`src/sv/flbmh_pkg.sv`:
```
// Package for the four-lane byte mix hash: lane table words, folds, reset values
// and the controller-to-datapath command bundle.
// No dependencies.
package flbmh_pkg;

  localparam int unsigned LANES    = 4;
  localparam int unsigned CHAR_W   = 9;
  localparam int unsigned WORD_W   = 32;

  // Character pattern that marks empty input; it always restarts the running values.
  localparam logic [CHAR_W-1:0] EMPTY_MARK = 9'h080;

  // floor(sqrt(p) * 1e6) for the primes 2,17,41,59 / 7,31,67,19 / 83,11,47,71 / 5,23,53,41
  localparam logic [WORD_W-1:0] TABLE_WORDS [16] = '{
    32'd1414213, 32'd4123105, 32'd6403124, 32'd7681145,
    32'd2645751, 32'd5567764, 32'd8185352, 32'd4358898,
    32'd9110433, 32'd3316624, 32'd6855654, 32'd8426149,
    32'd2236067, 32'd4795831, 32'd7280109, 32'd6403124
  };

  localparam logic [WORD_W-1:0] LANE_RESET [LANES] = '{32'd1, 32'd2, 32'd3, 32'd4};

  typedef struct packed {
    logic load;    // transaction accepted: latch character, update sum and product
    logic mix;     // update total and lanes 0..2
    logic finish;  // update lane 3 and load the output register
  } flbmh_cmd_t;

  function automatic logic [WORD_W-1:0] table_word(input logic [1:0] lane,
                                                    input logic [1:0] sel);
    return TABLE_WORDS[{lane, sel}];
  endfunction

  function automatic logic [WORD_W-1:0] fold_word(input logic [1:0] lane);
    return TABLE_WORDS[{lane, 2'd0}] ^ TABLE_WORDS[{lane, 2'd1}]
         ^ TABLE_WORDS[{lane, 2'd2}] ^ TABLE_WORDS[{lane, 2'd3}];
  endfunction

  // One lane step: ((lane ^ m) * T[lane row, m & 3]) ^ fold of the row.
  function automatic logic [WORD_W-1:0] mix_lane(input logic [WORD_W-1:0] lane_val,
                                                  input logic [WORD_W-1:0] m,
                                                  input logic [1:0] lane);
    logic [WORD_W-1:0] prod;
    prod = (lane_val ^ m) * table_word(lane, m[1:0]);
    return prod ^ fold_word(lane);
  endfunction

endpackage

```
`src/sv/flbmh_ctrl.sv`:
```
// Controller: three-step sequencer per transaction and output valid flag.
// Depends on flbmh_pkg (command bundle).
module flbmh_ctrl
  import flbmh_pkg::*;
(
  input  logic       clk,
  input  logic       rst,
  input  logic       in_valid,
  output logic       in_ready,
  output logic       out_valid,
  input  logic       out_ready,
  output flbmh_cmd_t cmd
);

  localparam logic [1:0] ST_IDLE   = 2'd0;
  localparam logic [1:0] ST_MIX    = 2'd1;
  localparam logic [1:0] ST_FINISH = 2'd2;

  logic [1:0] state;
  logic [1:0] state_next;
  logic       out_valid_next;
  logic       out_free;

  assign in_ready = (state == ST_IDLE);
  assign out_free = !out_valid || out_ready;

  always_comb begin
    cmd.load   = in_valid && in_ready;
    cmd.mix    = (state == ST_MIX);
    cmd.finish = (state == ST_FINISH) && out_free;
  end

  always_comb begin
    state_next = state;
    unique case (state)
      ST_IDLE:   if (cmd.load) state_next = ST_MIX;
      ST_MIX:    state_next = ST_FINISH;
      ST_FINISH: if (out_free) state_next = ST_IDLE;
      default:   state_next = ST_IDLE;
    endcase
  end

  always_comb begin
    out_valid_next = out_valid;
    if (cmd.finish) begin
      out_valid_next = 1'b1;
    end else if (out_ready) begin
      out_valid_next = 1'b0;
    end
  end

  always_ff @(posedge clk) begin
    if (rst) begin
      state     <= ST_IDLE;
      out_valid <= 1'b0;
    end else begin
      state     <= state_next;
      out_valid <= out_valid_next;
    end
  end

  a_load_to_mix: assert property (@(posedge clk) disable iff (rst)
    cmd.load |=> state == ST_MIX)
    else $error("accepted transaction did not enter mix step");

  a_mix_to_finish: assert property (@(posedge clk) disable iff (rst)
    state == ST_MIX |=> state == ST_FINISH)
    else $error("mix step not followed by finish step");

  a_finish_sets_valid: assert property (@(posedge clk) disable iff (rst)
    cmd.finish |=> out_valid && state == ST_IDLE)
    else $error("finish did not present a result");

  a_no_load_while_busy: assert property (@(posedge clk) disable iff (rst)
    cmd.load |-> !cmd.mix && !cmd.finish)
    else $error("load overlaps an item in progress");

endmodule

```
`config.mk`:
```
export PLATFORM = sky130hd
export DESIGN_NAME = flbmh_ctrl
export DESIGN_NICKNAME = d
export VERILOG_FILES = /design/src/sv/flbmh_pkg.sv /design/src/sv/flbmh_ctrl.sv
export SDC_FILE = /design/constraint.sdc
export NUM_CORES = 1
export LEC_CHECK = 0
export BUFFER_PORTS_ARGS = -buffer_cell sky130_fd_sc_hd__buf_4
export CORE_AREA = 3 3 40 42
export CTS_BUF_LIST = sky130_fd_sc_hd__clkbuf_4
export DETAILED_ROUTE_END_ITERATION = 16
export DIE_AREA = 0 0 43 45
export SLEW_MARGIN = 30
export SYNTH_ARGS = -nofsm -noshare
export SYNTH_HDL_FRONTEND = slang
export SYNTH_SLANG_ARGS = --single-unit
```
`constraint.sdc`:
```
create_clock -name clk -period 1.2 [get_ports clk]
set_clock_uncertainty 0.1 [all_clocks]
set_input_delay 0.12 -clock clk [delete_from_list [all_inputs] [get_ports clk]]
set_output_delay 0.12 -clock clk [all_outputs]
set_load 0.005 [all_outputs]
```
# Yosys cells after proc, flatten, opt, wreduce, memory -nomap -nowiden
# Index checks and enable logic that the tools add are counted.
[word_totals]
reg_bits = 3
latchBits = 0
ramBits = 0
mem_bits_ro = 0
inputBits = 4
out_inout_bits = 5
elab_cells = 18
n_memories = 0
[op_classes]
addsub = 0
mul = 0
n_div = 0
magnitude_cmp = 0
eq_ne = 4
shift = 0
n_mux = 5
bitwise = 0
reduce_logical = 7
[ops]
columns = ["cell", "count"]
rows = [
  ["$pmux 2 s3", 1],
  ["$mux 2", 2],
  ["$eq 2x1->1 const B", 1],
  ["$eq 2x2->1 const B", 1],
  ["$logic_and 1x1->1", 2],
  ["$logic_not 2->1", 1],
  ["$mux 1", 2],
  ["$ne 2x1->1 const B", 1],
  ["$ne 2x2->1 const B", 1],
  ["$reduce_and 2->1", 1],
  ["$reduce_bool 2->1", 1],
  ["$logic_not 1->1", 1],
  ["$logic_or 1x1->1", 1],
]

# Logic depth before layout (Yosys ltp)
[depth]
depth_word = 4
ltp_mapped = 3
depth_no_buf = 2

# Worst setup path after synthesis
# No wires, ideal clock.
[synth_path]
kind = "reg-to-reg"
start = "reg state[1]"
end = "reg state[1]"
setup_time_ns = 0.115
arrival_time_ns = 0.722
t_required_ns = 0.985
slack_ns = 0.264
stages_incl_launch_ff = 3
n_path_buf = 0
period_less_slack_ns = 0.936
cell_sequence = "dfxtp_1 -> and2b_4 -> o21ba_1"
[synth_rtl]
columns = ["element", "line", "rtl"]
rows = [
  ["from (decl)", "flbmh_ctrl.sv:19", "logic [1:0] state;"],
  ["from (signal assigned)", "flbmh_ctrl.sv:57", "state <= state_next;"],
]

==> results.yml <==
critical_path:
  timing.rr.start: "state[1]"
  end_kind: "output pin"
  crit_fanout: 5
  cp.arrival_ps: 930
  r2r_slack_ps: 240
  crit_path_start_kind: "flip-flop"
  worstRegToRegCells: 2
  worstReg2RegEnd: "state[1]"
  crit_type: "reg2out"
  critPathRequiredTime_ps: 980
place:
  gp_congestion: 0.686
  port_buffers: 8
  pre_cts_ws_ps: 233
  place_inst: 36
synthesis:
  synthMuxAreaShare: 0
  seq_area_frac_synth: 0.410
  synth_nets: 18
  synth_xor_area_frac: 0
  synth.distinct_cells: 10
  yosys.area_share.simple: 0.436
  synth_warnings: 0
  synthAdderAreaFrac: 0
  syn_area_um2: 146
  synth_compound_area_frac: 0.103
  syn_avg_cell_area_um2: 10.5
  synth_top_family_by_area: "simple AND/OR/NAND/NOR gates"
  ys_ff_latch: 3
  syn-instance-count: 14
power_and_ir_drop:
  p_leak_nw: 0.128
  p_per_area_nw_per_um2: 1320
  ir_drop_uv: 246
final_layout:
  layout-drive-gt1-share: 0.654
  fill_cells: 151
  diodes: 0
  final_cells: 41
  nNetsFinal: 31
  syn_to_final_growth_pct: 82.9
  fin_util: 0.208
floorplan:
  io_pins: 9
  die-area_um2: 1940
  rows: 13
  die_w_um: 43
  dieHeight_um: 45
  coreArea_um2: 1280
  initial_utilization: 0.114
global_route:
  grt_usage: 0.0383
  antenna_found_initial: 0
  grt_start_max_net_pins: 6
  grt_pass1_vias: 133
  grt_pass1_wl_um: 483
  grt_overflow: 0
sta:
  setup_ws_ps: 48.2
  timing.final.crit_share: 0.960
  setup_tns_ps: 0
  tightest_slew_ps: 175
  hold_viol: 0
  relSlewSlack: 0.883
  setup_viol: 0
  fmax_mhz: 868
  post-route-min-period_ps: 1150
  final-max-slew-violation-count: 0
routing:
  initialDrtViolationCount: 0
  wl_per_cell_um: 8.02
  antenna_left: 0
  dr_total_vias: 129
  viasPerCell: 3.15
  dr.pass1.iters: 1
  routed_wl_um: 329
  drc: 0
job:
  maxCapViolCount: 0
clock_network:
  cts.clk_slew.worst_paths_ps: 40
  clk_path_buf_depth: 2
  root_buffer: "clkbuf_4"
  cts_buffers: 3
  insertion_delay_ps: 230
  h-tree-depth: 1
  cts_tree: "yes"
  clock-sinks: 3
run_status:
  outcome: "finished, final reports clean"
worst_hold_path:
  min_to: "out_valid"
  hold_path_class: "in2reg"
  min_from: "out_ready"
  holdPathStages: 3
cell usage after synthesis:
cell type | n | area share
buf_4 | 1 | 0.051
dfxtp_1 | 3 | 0.41
nand2b_1 | 2 | 0.085
o21ba_1 | 1 | 0.068
and2b_4 | 1 | 0.068
a21oi_1 | 1 | 0.034
nor3b_2 | 1 | 0.085
and4bb_1 | 1 | 0.085
nor2b_1 | 2 | 0.085
nor2_1 | 1 | 0.026
sequential cells by signal, indices dropped and copies added, names as in the netlist:
register and count:
out_valid 1, state 2
cells in the final DEF (no fill, tap or decap):
cell type | Yosys | final
nor2b_1 | 2 | 2
buf_4 | 1 | 8
nor3b_2 | 1 | 1
nand2b_4 | 0 | 1
o21ba_1 | 1 | 1
dfxtp_2 | 0 | 2
dfxtp_1 | 3 | 1
a21oi_1 | 1 | 1
nor2_1 | 1 | 1
and2b_4 | 1 | 1
clkbuf_4 | 0 | 4
dlygate4sd3_1 | 0 | 1
nand2b_1 | 2 | 1
and4bb_1 | 1 | 1
metrics by stage:
stage | power, mW | instance area (um2) | hold WS, ps
after CTS | 0.362 | 258 | 74.8
after global routing | 0.374 | 268 | 89.0
final | 0.355 | 268 | 77.5
after detailed placement | 0.154 | 218 | 200
after global placement | 0.153 | 218 | 204
after floorplan | 0.130 | 146 | 89.1
repair_timing:
action / in CTS / in global routing
hold buffers: 1 / 0
gates resized for setup: 0 / 3
endpoints found under the setup margin: 0 / 3
buffers inserted: 0 / 0
hold endpoints to repair: 2 / 0
critical path, cell delays in order, from the launching register on:
cell     delay (ps)
dfxtp_2         370
and2b_4         200
buf_4           130
area by class of cell:
cell class              instances  area, um2  share of cell area
multi-input cells              10       86.3               0.322
repair buffers                  9       70.1               0.262
flip-flops and latches          3       62.6               0.234
clock buffers                   4       30.0               0.112
well taps                      15       18.8              0.0701
report_power, final:
group	total [mW]	leakage [nW]	switching, mW	internal (mW)
logic	0.0460	0.0841	0.0128	0.0333
clock network	0.197	0.0184	0.0498	0.147
registers	0.112	0.0253	0.00597	0.106
total	0.355	0.128	0.0685	0.286
worst max path at each step:
stage	start	depth (start not counted)	slack [ps]	to
floorplan	state[1]	2	260	state[1]
global placement	state[1]	2	240	state[1]
detailed placement	state[1]	2	230	state[1]
CTS	state[0]	3	10	cmd[0]
global route	state[1]	2	-20	cmd[2]
finish	state[1]	2	50	cmd[1]
kinds of logic (layout without fill, tap and decap cells):
kind of cell / Yosys count / count (layout)
AOI/OAI and AO/OA: 2 / 2
DFF: 3 / 3
and+or+nand+nor: 8 / 8
buffers and inverters: 1 / 13
routing by layer:
layer  global-route usage  vias to the layer above  routed length [um]
li1                     -                       69                   -
met1               0.0337                       54                 126
met2               0.0509                        6                 161
met3               0.0359                        0                  40
met4               0.0361                        0                   0
met5                    0                        -                   0
Power figures use the tool's default switching activity.
