===== config.mk =====
export PLATFORM = sky130hd
export DESIGN_NAME = flbmh_dp
export DESIGN_NICKNAME = d
export VERILOG_FILES = /design/src/sv/flbmh_pkg.sv /design/src/sv/flbmh_dp.sv
export SDC_FILE = /design/constraint.sdc
export NUM_CORES = 2
export LEC_CHECK = 0
export ABC_AREA = 1
export BUFFER_PORTS_ARGS = -buffer_cell sky130_fd_sc_hd__buf_2
export CORE_MARGIN = 3
export CORE_UTILIZATION = 30
export CTS_BUF_LIST = sky130_fd_sc_hd__clkbuf_2 sky130_fd_sc_hd__clkbuf_4 sky130_fd_sc_hd__clkbuf_8
export DETAILED_ROUTE_END_ITERATION = 10
export GPL_ROUTABILITY_DRIVEN = 0
export PLACE_DENSITY = 0.54
export SLEW_MARGIN = 15
export SYNTH_ARGS = -nofsm -noshare
export SYNTH_HDL_FRONTEND = slang
export SYNTH_SLANG_ARGS = --single-unit
export TNS_END_PERCENT = 1

===== constraint.sdc =====
create_clock -name clk -period 9.15 [get_ports clk]
set_input_delay 1.3725 -clock clk [delete_from_list [all_inputs] [get_ports clk]]
set_output_delay 1.3725 -clock clk [all_outputs]
set_load 0.005 [all_outputs]

===== src/sv/flbmh_pkg.sv =====
// Package for the four-lane byte mix hash: lane table words, folds, reset values
// and the controller-to-datapath command bundle.
// No dependencies.
package flbmh_pkg;

  localparam int unsigned LANES    = 4;
  localparam int unsigned CHAR_W   = 9;
  localparam int unsigned WORD_W   = 32;

  // Character pattern that marks empty input; it always restarts the running values.
  localparam logic [CHAR_W-1:0] EMPTY_MARK = 9'h080;

  // floor(sqrt(p) * 1e6) for the primes 2,17,41,59 / 7,31,67,19 / 83,11,47,71 / 5,23,53,41
  localparam logic [WORD_W-1:0] TABLE_WORDS [16] = '{
    32'd1414213, 32'd4123105, 32'd6403124, 32'd7681145,
    32'd2645751, 32'd5567764, 32'd8185352, 32'd4358898,
    32'd9110433, 32'd3316624, 32'd6855654, 32'd8426149,
    32'd2236067, 32'd4795831, 32'd7280109, 32'd6403124
  };

  localparam logic [WORD_W-1:0] LANE_RESET [LANES] = '{32'd1, 32'd2, 32'd3, 32'd4};

  typedef struct packed {
    logic load;    // transaction accepted: latch character, update sum and product
    logic mix;     // update total and lanes 0..2
    logic finish;  // update lane 3 and load the output register
  } flbmh_cmd_t;

  function automatic logic [WORD_W-1:0] table_word(input logic [1:0] lane,
                                                    input logic [1:0] sel);
    return TABLE_WORDS[{lane, sel}];
  endfunction

  function automatic logic [WORD_W-1:0] fold_word(input logic [1:0] lane);
    return TABLE_WORDS[{lane, 2'd0}] ^ TABLE_WORDS[{lane, 2'd1}]
         ^ TABLE_WORDS[{lane, 2'd2}] ^ TABLE_WORDS[{lane, 2'd3}];
  endfunction

  // One lane step: ((lane ^ m) * T[lane row, m & 3]) ^ fold of the row.
  function automatic logic [WORD_W-1:0] mix_lane(input logic [WORD_W-1:0] lane_val,
                                                  input logic [WORD_W-1:0] m,
                                                  input logic [1:0] lane);
    logic [WORD_W-1:0] prod;
    prod = (lane_val ^ m) * table_word(lane, m[1:0]);
    return prod ^ fold_word(lane);
  endfunction

endpackage


===== src/sv/flbmh_dp.sv =====
// Datapath: running sum/product/total, four hash lanes and the output register.
// Depends on flbmh_pkg (tables, mix function, command bundle).
module flbmh_dp
  import flbmh_pkg::*;
(
  input  logic                     clk,
  input  logic                     rst,
  input  flbmh_cmd_t               cmd,
  input  logic signed [CHAR_W-1:0] character,
  input  logic                     word_start,
  output logic signed [WORD_W-1:0] lane_zero,
  output logic signed [WORD_W-1:0] lane_one,
  output logic signed [WORD_W-1:0] lane_two,
  output logic signed [WORD_W-1:0] lane_three
);

  logic [WORD_W-1:0] c_in;
  logic              restart_in;
  logic [WORD_W-1:0] c_q;
  logic              restart_q;
  logic [WORD_W-1:0] sum;
  logic [WORD_W-1:0] prod;
  logic [WORD_W-1:0] total;
  logic [WORD_W-1:0] lane [LANES];
  logic [WORD_W-1:0] lane3_next;

  assign c_in       = {{(WORD_W-CHAR_W){character[CHAR_W-1]}}, character};
  assign restart_in = word_start || (character == EMPTY_MARK);
  assign lane3_next = mix_lane(lane[3], total, 2'd3);

  always_ff @(posedge clk) begin
    if (cmd.load) begin
      c_q       <= c_in;
      restart_q <= restart_in;
    end
    if (cmd.finish) begin
      lane_zero  <= lane[0];
      lane_one   <= lane[1];
      lane_two   <= lane[2];
      lane_three <= lane3_next;
    end
  end

  always_ff @(posedge clk) begin
    if (rst) begin
      sum   <= '0;
      prod  <= 32'd1;
      total <= '0;
      for (int i = 0; i < LANES; i++) lane[i] <= LANE_RESET[i];
    end else begin
      if (cmd.load) begin
        sum  <= (restart_in ? '0 : sum) + c_in;
        prod <= (restart_in ? 32'd1 : prod) * c_in;
      end
      if (cmd.mix) begin
        // sum and prod already hold this item's values
        total   <= (restart_q ? '0 : total) + sum + prod;
        lane[0] <= mix_lane(lane[0], c_q, 2'd0);
        lane[1] <= mix_lane(lane[1], sum, 2'd1);
        lane[2] <= mix_lane(lane[2], prod, 2'd2);
      end
      if (cmd.finish) begin
        lane[3] <= lane3_next;
      end
    end
  end

endmodule


; ---- Word-level counts from Yosys, hierarchy flattened
; Memories as Yosys holds them, arrays and structs flattened.
; Index checks and enable logic that the tools add are counted.
[totals]
regBits = 234
ram_bits = 128
mem_bits_ro = 2048
out_inout_bits = 128
mem_count = 5
[mem_list]
columns = memory, words, word_bits, read_ports, rd_clocked_by_memory_dff, write_ports, line_no
row1 = (no name shown), 16, 32, 1, 0, 0, flbmh_pkg.sv:31  ; return TABLE_WORDS[{lane, sel}];
row2 = (no name shown), 16, 32, 1, 0, 0, flbmh_pkg.sv:31
row3 = (no name shown), 16, 32, 1, 0, 0, flbmh_pkg.sv:31
row4 = (no name shown), 16, 32, 1, 0, 0, flbmh_pkg.sv:31
row5 = lane, 4, 32, 4, 0, 4, flbmh_dp.sv:24  ; logic [WORD_W-1:0] lane [LANES];
[classes]
reduce_logical = 1
n_mul = 5
bitwise_logic = 16
addsub = 3
n_lt_le_gt_ge = 4
muxes = 23
eq_ne = 1
[ops]
columns = op, n
row1 = 32-bit two-way mux, 15
row2 = 32-bit by 32-bit multiplier with 32-bit output, 4
row3 = 32-bit XOR, 4
row4 = 32-bit adder, 3
row5 = 32-bit by 9-bit multiplier with 32-bit output, 1
row6 = "5-bit greater-or-equal comparator, second input constant", 4
row7 = 18-bit NOT, 1
row8 = 12-bit NOT, 1
row9 = 11-bit NOT, 1
row10 = 10-bit NOT, 1
row11 = 4-bit NOT with 5-bit output, 2
row12 = "9-bit by 8-bit == test with 1-bit output, second input constant", 1
row13 = 1-bit two-way mux, 8
row14 = 2-bit NOT with 5-bit output, 1
row15 = 3-bit NOT with 5-bit output, 1
row16 = 1-bit bitwise OR, 4
row17 = 1-bit logical OR, 1

; ---- Longest topological paths before layout
[logic_depth]
depth_word = 7
ltp_mapped = 38
ltp_nobuf = 35

; ---- Worst setup path before layout
; Ideal clock, no wire load.
[synth_path]
path_kind = reg2reg
from = register total[0]
to = memory lane[3][28] (netlist: lane[0][124]) (data pin)
path_buffers = 5
setup_slack_ns = 0.964
setup_ns = 0.255
t_arrival_ns = 7.931
path_stages_with_launch = 31
path_cell_list = dfxtp_1 > clkbuf_1 > clkinv_1 > clkbuf_1 > ha_1 > buf_2 > inv_1 > clkbuf_1 > buf_1 > nor2_1 > fa_1 > fa_1 > inv_1 > fa_1 > fa_1 > inv_1 > fa_1 > inv_1 > fa_1 > inv_1 > fa_1 > fa_1 > ha_1 > a21oi_1 > o21ai_0 > a21oi_1 > nand3_1 > a21oi_1 > o21ai_0 > xor2_1 > and2_1
[synth_lines]
columns = element, line_no
row1 = from (decl), flbmh_dp.sv:23  ; logic [WORD_W-1:0] total;
row2 = from (signal assigned), flbmh_dp.sv:57  ; total <= (restart_q ? '0 : total) + sum + prod;
row3 = to (decl), flbmh_dp.sv:24

==> impl_metrics.tcl <==
set metrics [dict create \
    outcome "finished clean" \
    use_met2_pct 30.8 \
    num_vias 60700 \
    htreeDepth 3 \
    setup_violations 0 \
    synth-edff-count 266 \
    yosys_most_used_dff "edfxtp_1" \
    cts_setup_buffers 0 \
    fin_area_um2 84900 \
    clk_pin_slew_ns 0.07 \
    core-area_um2 258000 \
    placed_area_um2 83200 \
    antenna_found_initial 14 \
    slew-limit-headroom_pct 31.4 \
    grt_max_degree 101 \
    die_area_um2 267000 \
    finalHoldViolations 0 \
    place.port_buffers 142 \
    grt-busiest-layer "met2" \
    period_share_pct 91.5 \
    required_ns 9.76 \
    insertion_delay_ns 0.83 \
    rsz0062_at_grt "no" \
    drt_iter0_drc 4875 \
    fin_nets 11700 \
    synth_top_cell_by_area "fa_1" \
    timing.fmax_mhz 119 \
    track_usage_pct 19.5 \
    finClkSkew_ns 0.0543 \
    yosysWarnings 0 \
    dp_hpwl_um 221000 \
    boundaryPins 143 \
    arrival_ns 8.98 \
    cts_buffers 78 \
    row_count 186 \
    viasPerCell 4.75 \
    root_buffer "clkbuf_8" \
    routedWlPerCell_um 20.1 \
    drive_gt1_share_pct 5.50 \
    cts-resized-gates 0 \
    slowest_delay_ns 0.62 \
    drt_first_pass_iters 6 \
    min_path_type "flop to flop" \
    syn_inst 9185 \
    path_delay_family "adder cells" \
    crit_buf_inv 8 \
    ys_types 59 \
    start_kind "flop" \
    slowest_stage "fa_1" \
    cts_hold_buf 0 \
    die_w_um 517 \
    grt_pass1_vias 64200 \
    die_y_um 517 \
    syn_area_per_cell_um2 8.53 \
    grt_pass1_wl_um 396000 \
    synth_top_area_share_pct 38.4 \
    initial_core_util_pct 30.3 \
    grtUsageMet3_pct 3.60 \
    worst_pin_slew_ns 1.03 \
    fillers 27100 \
    ys_seq_area_share_pct 12.7 \
    synth_area_um2 78300 \
    drc 0 \
    wirelength_um 257000 \
    drv_cap 0 \
    met1_usage_pct 26.4 \
    cp_max_fo 16 \
    critPathCaptureType "flop" \
    finalCriticalPeriod_ns 8.37 \
    syn_to_final_growth_pct 8.42 \
    grt-ovfl-total 0 \
    cts_max_path_buffers 3 \
    cts_tree "built" \
    synth_nets 11500 \
    ys_ff_latch 362 \
    final_util_pct 32.9 \
    cts.sinks 362 \
    synthTopCellsByArea "fa_1 38%, ha_1 13%, inv_1 12%, edfxtp_1 10%, nand2_1 5.9%" \
    slew_viol_final 0 \
    synth-async-reset-ratio_pct 0 \
    tns_ns 0 \
    worstSetupPathType "flop to flop" \
    drtAntennaViolNets 0 \
]
==> metrics by stage <==
step / hold slack, ns / std cells / worst slack, ns
CTS: 0.474 / 12800 / 0.790
floorplan: 0.426 / 9185 / 0.964
detailed placement: 0.452 / 12600 / 0.862
finish: 0.470 / 12800 / 0.776
global route: 0.490 / 12800 / 0.376
global placement: 0.458 / 12600 / 0.879
==> cell type report <==
class / count / area, µm² / area share (%)
diodes: 12 / 30.0 / 0.0354
clock buffers: 107 / 1340 / 1.58
clock inverters: 36 / 337 / 0.396
inverters: 2524 / 9490 / 11.2
multi-input cells: 6111 / 58200 / 68.5
flip-flops and latches: 362 / 9910 / 11.7
well taps: 3384 / 4230 / 4.99
repair buffers: 234 / 1410 / 1.66
==> cells in the mapped netlist (82+ instances only) <==
master    count
edfxtp_1    266
or2_2        84
inv_1      2499
xnor2_1      82
nor2_1     1110
o21ai_0     253
nand3_1     163
clkbuf_1    140
fa_1       1504
xor2_1      134
dfxtp_1      96
a21oi_1     401
ha_1        838
nand2_1    1227
==> worst paths after layout <==
path / end / cells after the start / slack [ns] / start
max reg2reg: lane[0][62] / 25 / 0.78 / sum[0]
max: lane[0][62] / 25 / 0.78 / sum[0]
min reg2reg: lane_two[9] / 0 / 0.47 / lane[0][73]
min: lane_two[9] / 0 / 0.47 / lane[0][73]
==> placed cells by master (no fill, tap or decap), drive strengths merged, types with 2 or more instances in the layout <==
master,n
nor3,34
xnor2,85
nand4,27
clkbuf,107
o2111ai,2
o22ai,17
diode,12
o211ai,10
and2,12
o221ai,7
or2,94
o21ai,261
edfxtp,266
o21a,28
a21o,33
inv,2520
nand3,164
fa,1504
a31o,8
bufinv,4
nor4,9
a21oi,401
clkinv,36
o31ai,3
nand3b,14
xor2,139
o21bai,27
ha,838
a221oi,6
nor2,1123
a211oi,4
nand2,1243
a21boi,2
buf,234
dfxtp,96
a31oi,10
==> cell families after synthesis <==
group,count (synthesis),share of synthesized area (%)
buf+inv,2712,13.1
fa+ha+maj,2342,51.8
xor+xnor,224,2.60
flops,362,12.7
compound gates,821,5.75
simple gates,2723,14.1
other cells,1,0.00479
==> layer usage <==
metal | vias up | share of wire [%]
met1 | 30300 | 43
met5 | - | 0.037
met4 | 2 | 4.8
li1 | 27700 | -
met2 | 2186 | 45
met3 | 480 | 7.4
==> sequential cells by signal, summed over array words and instances, names as in the netlist <==
name,cells
lane_three,32
lane,128
c_q,9
sum,32
lane_zero,32
restart_q,1
total,32
prod,32
lane_two,32
lane_one,32
Power is not shown: default switching activity piles up to over one toggle a cycle in this logic, so the estimate is an artifact.
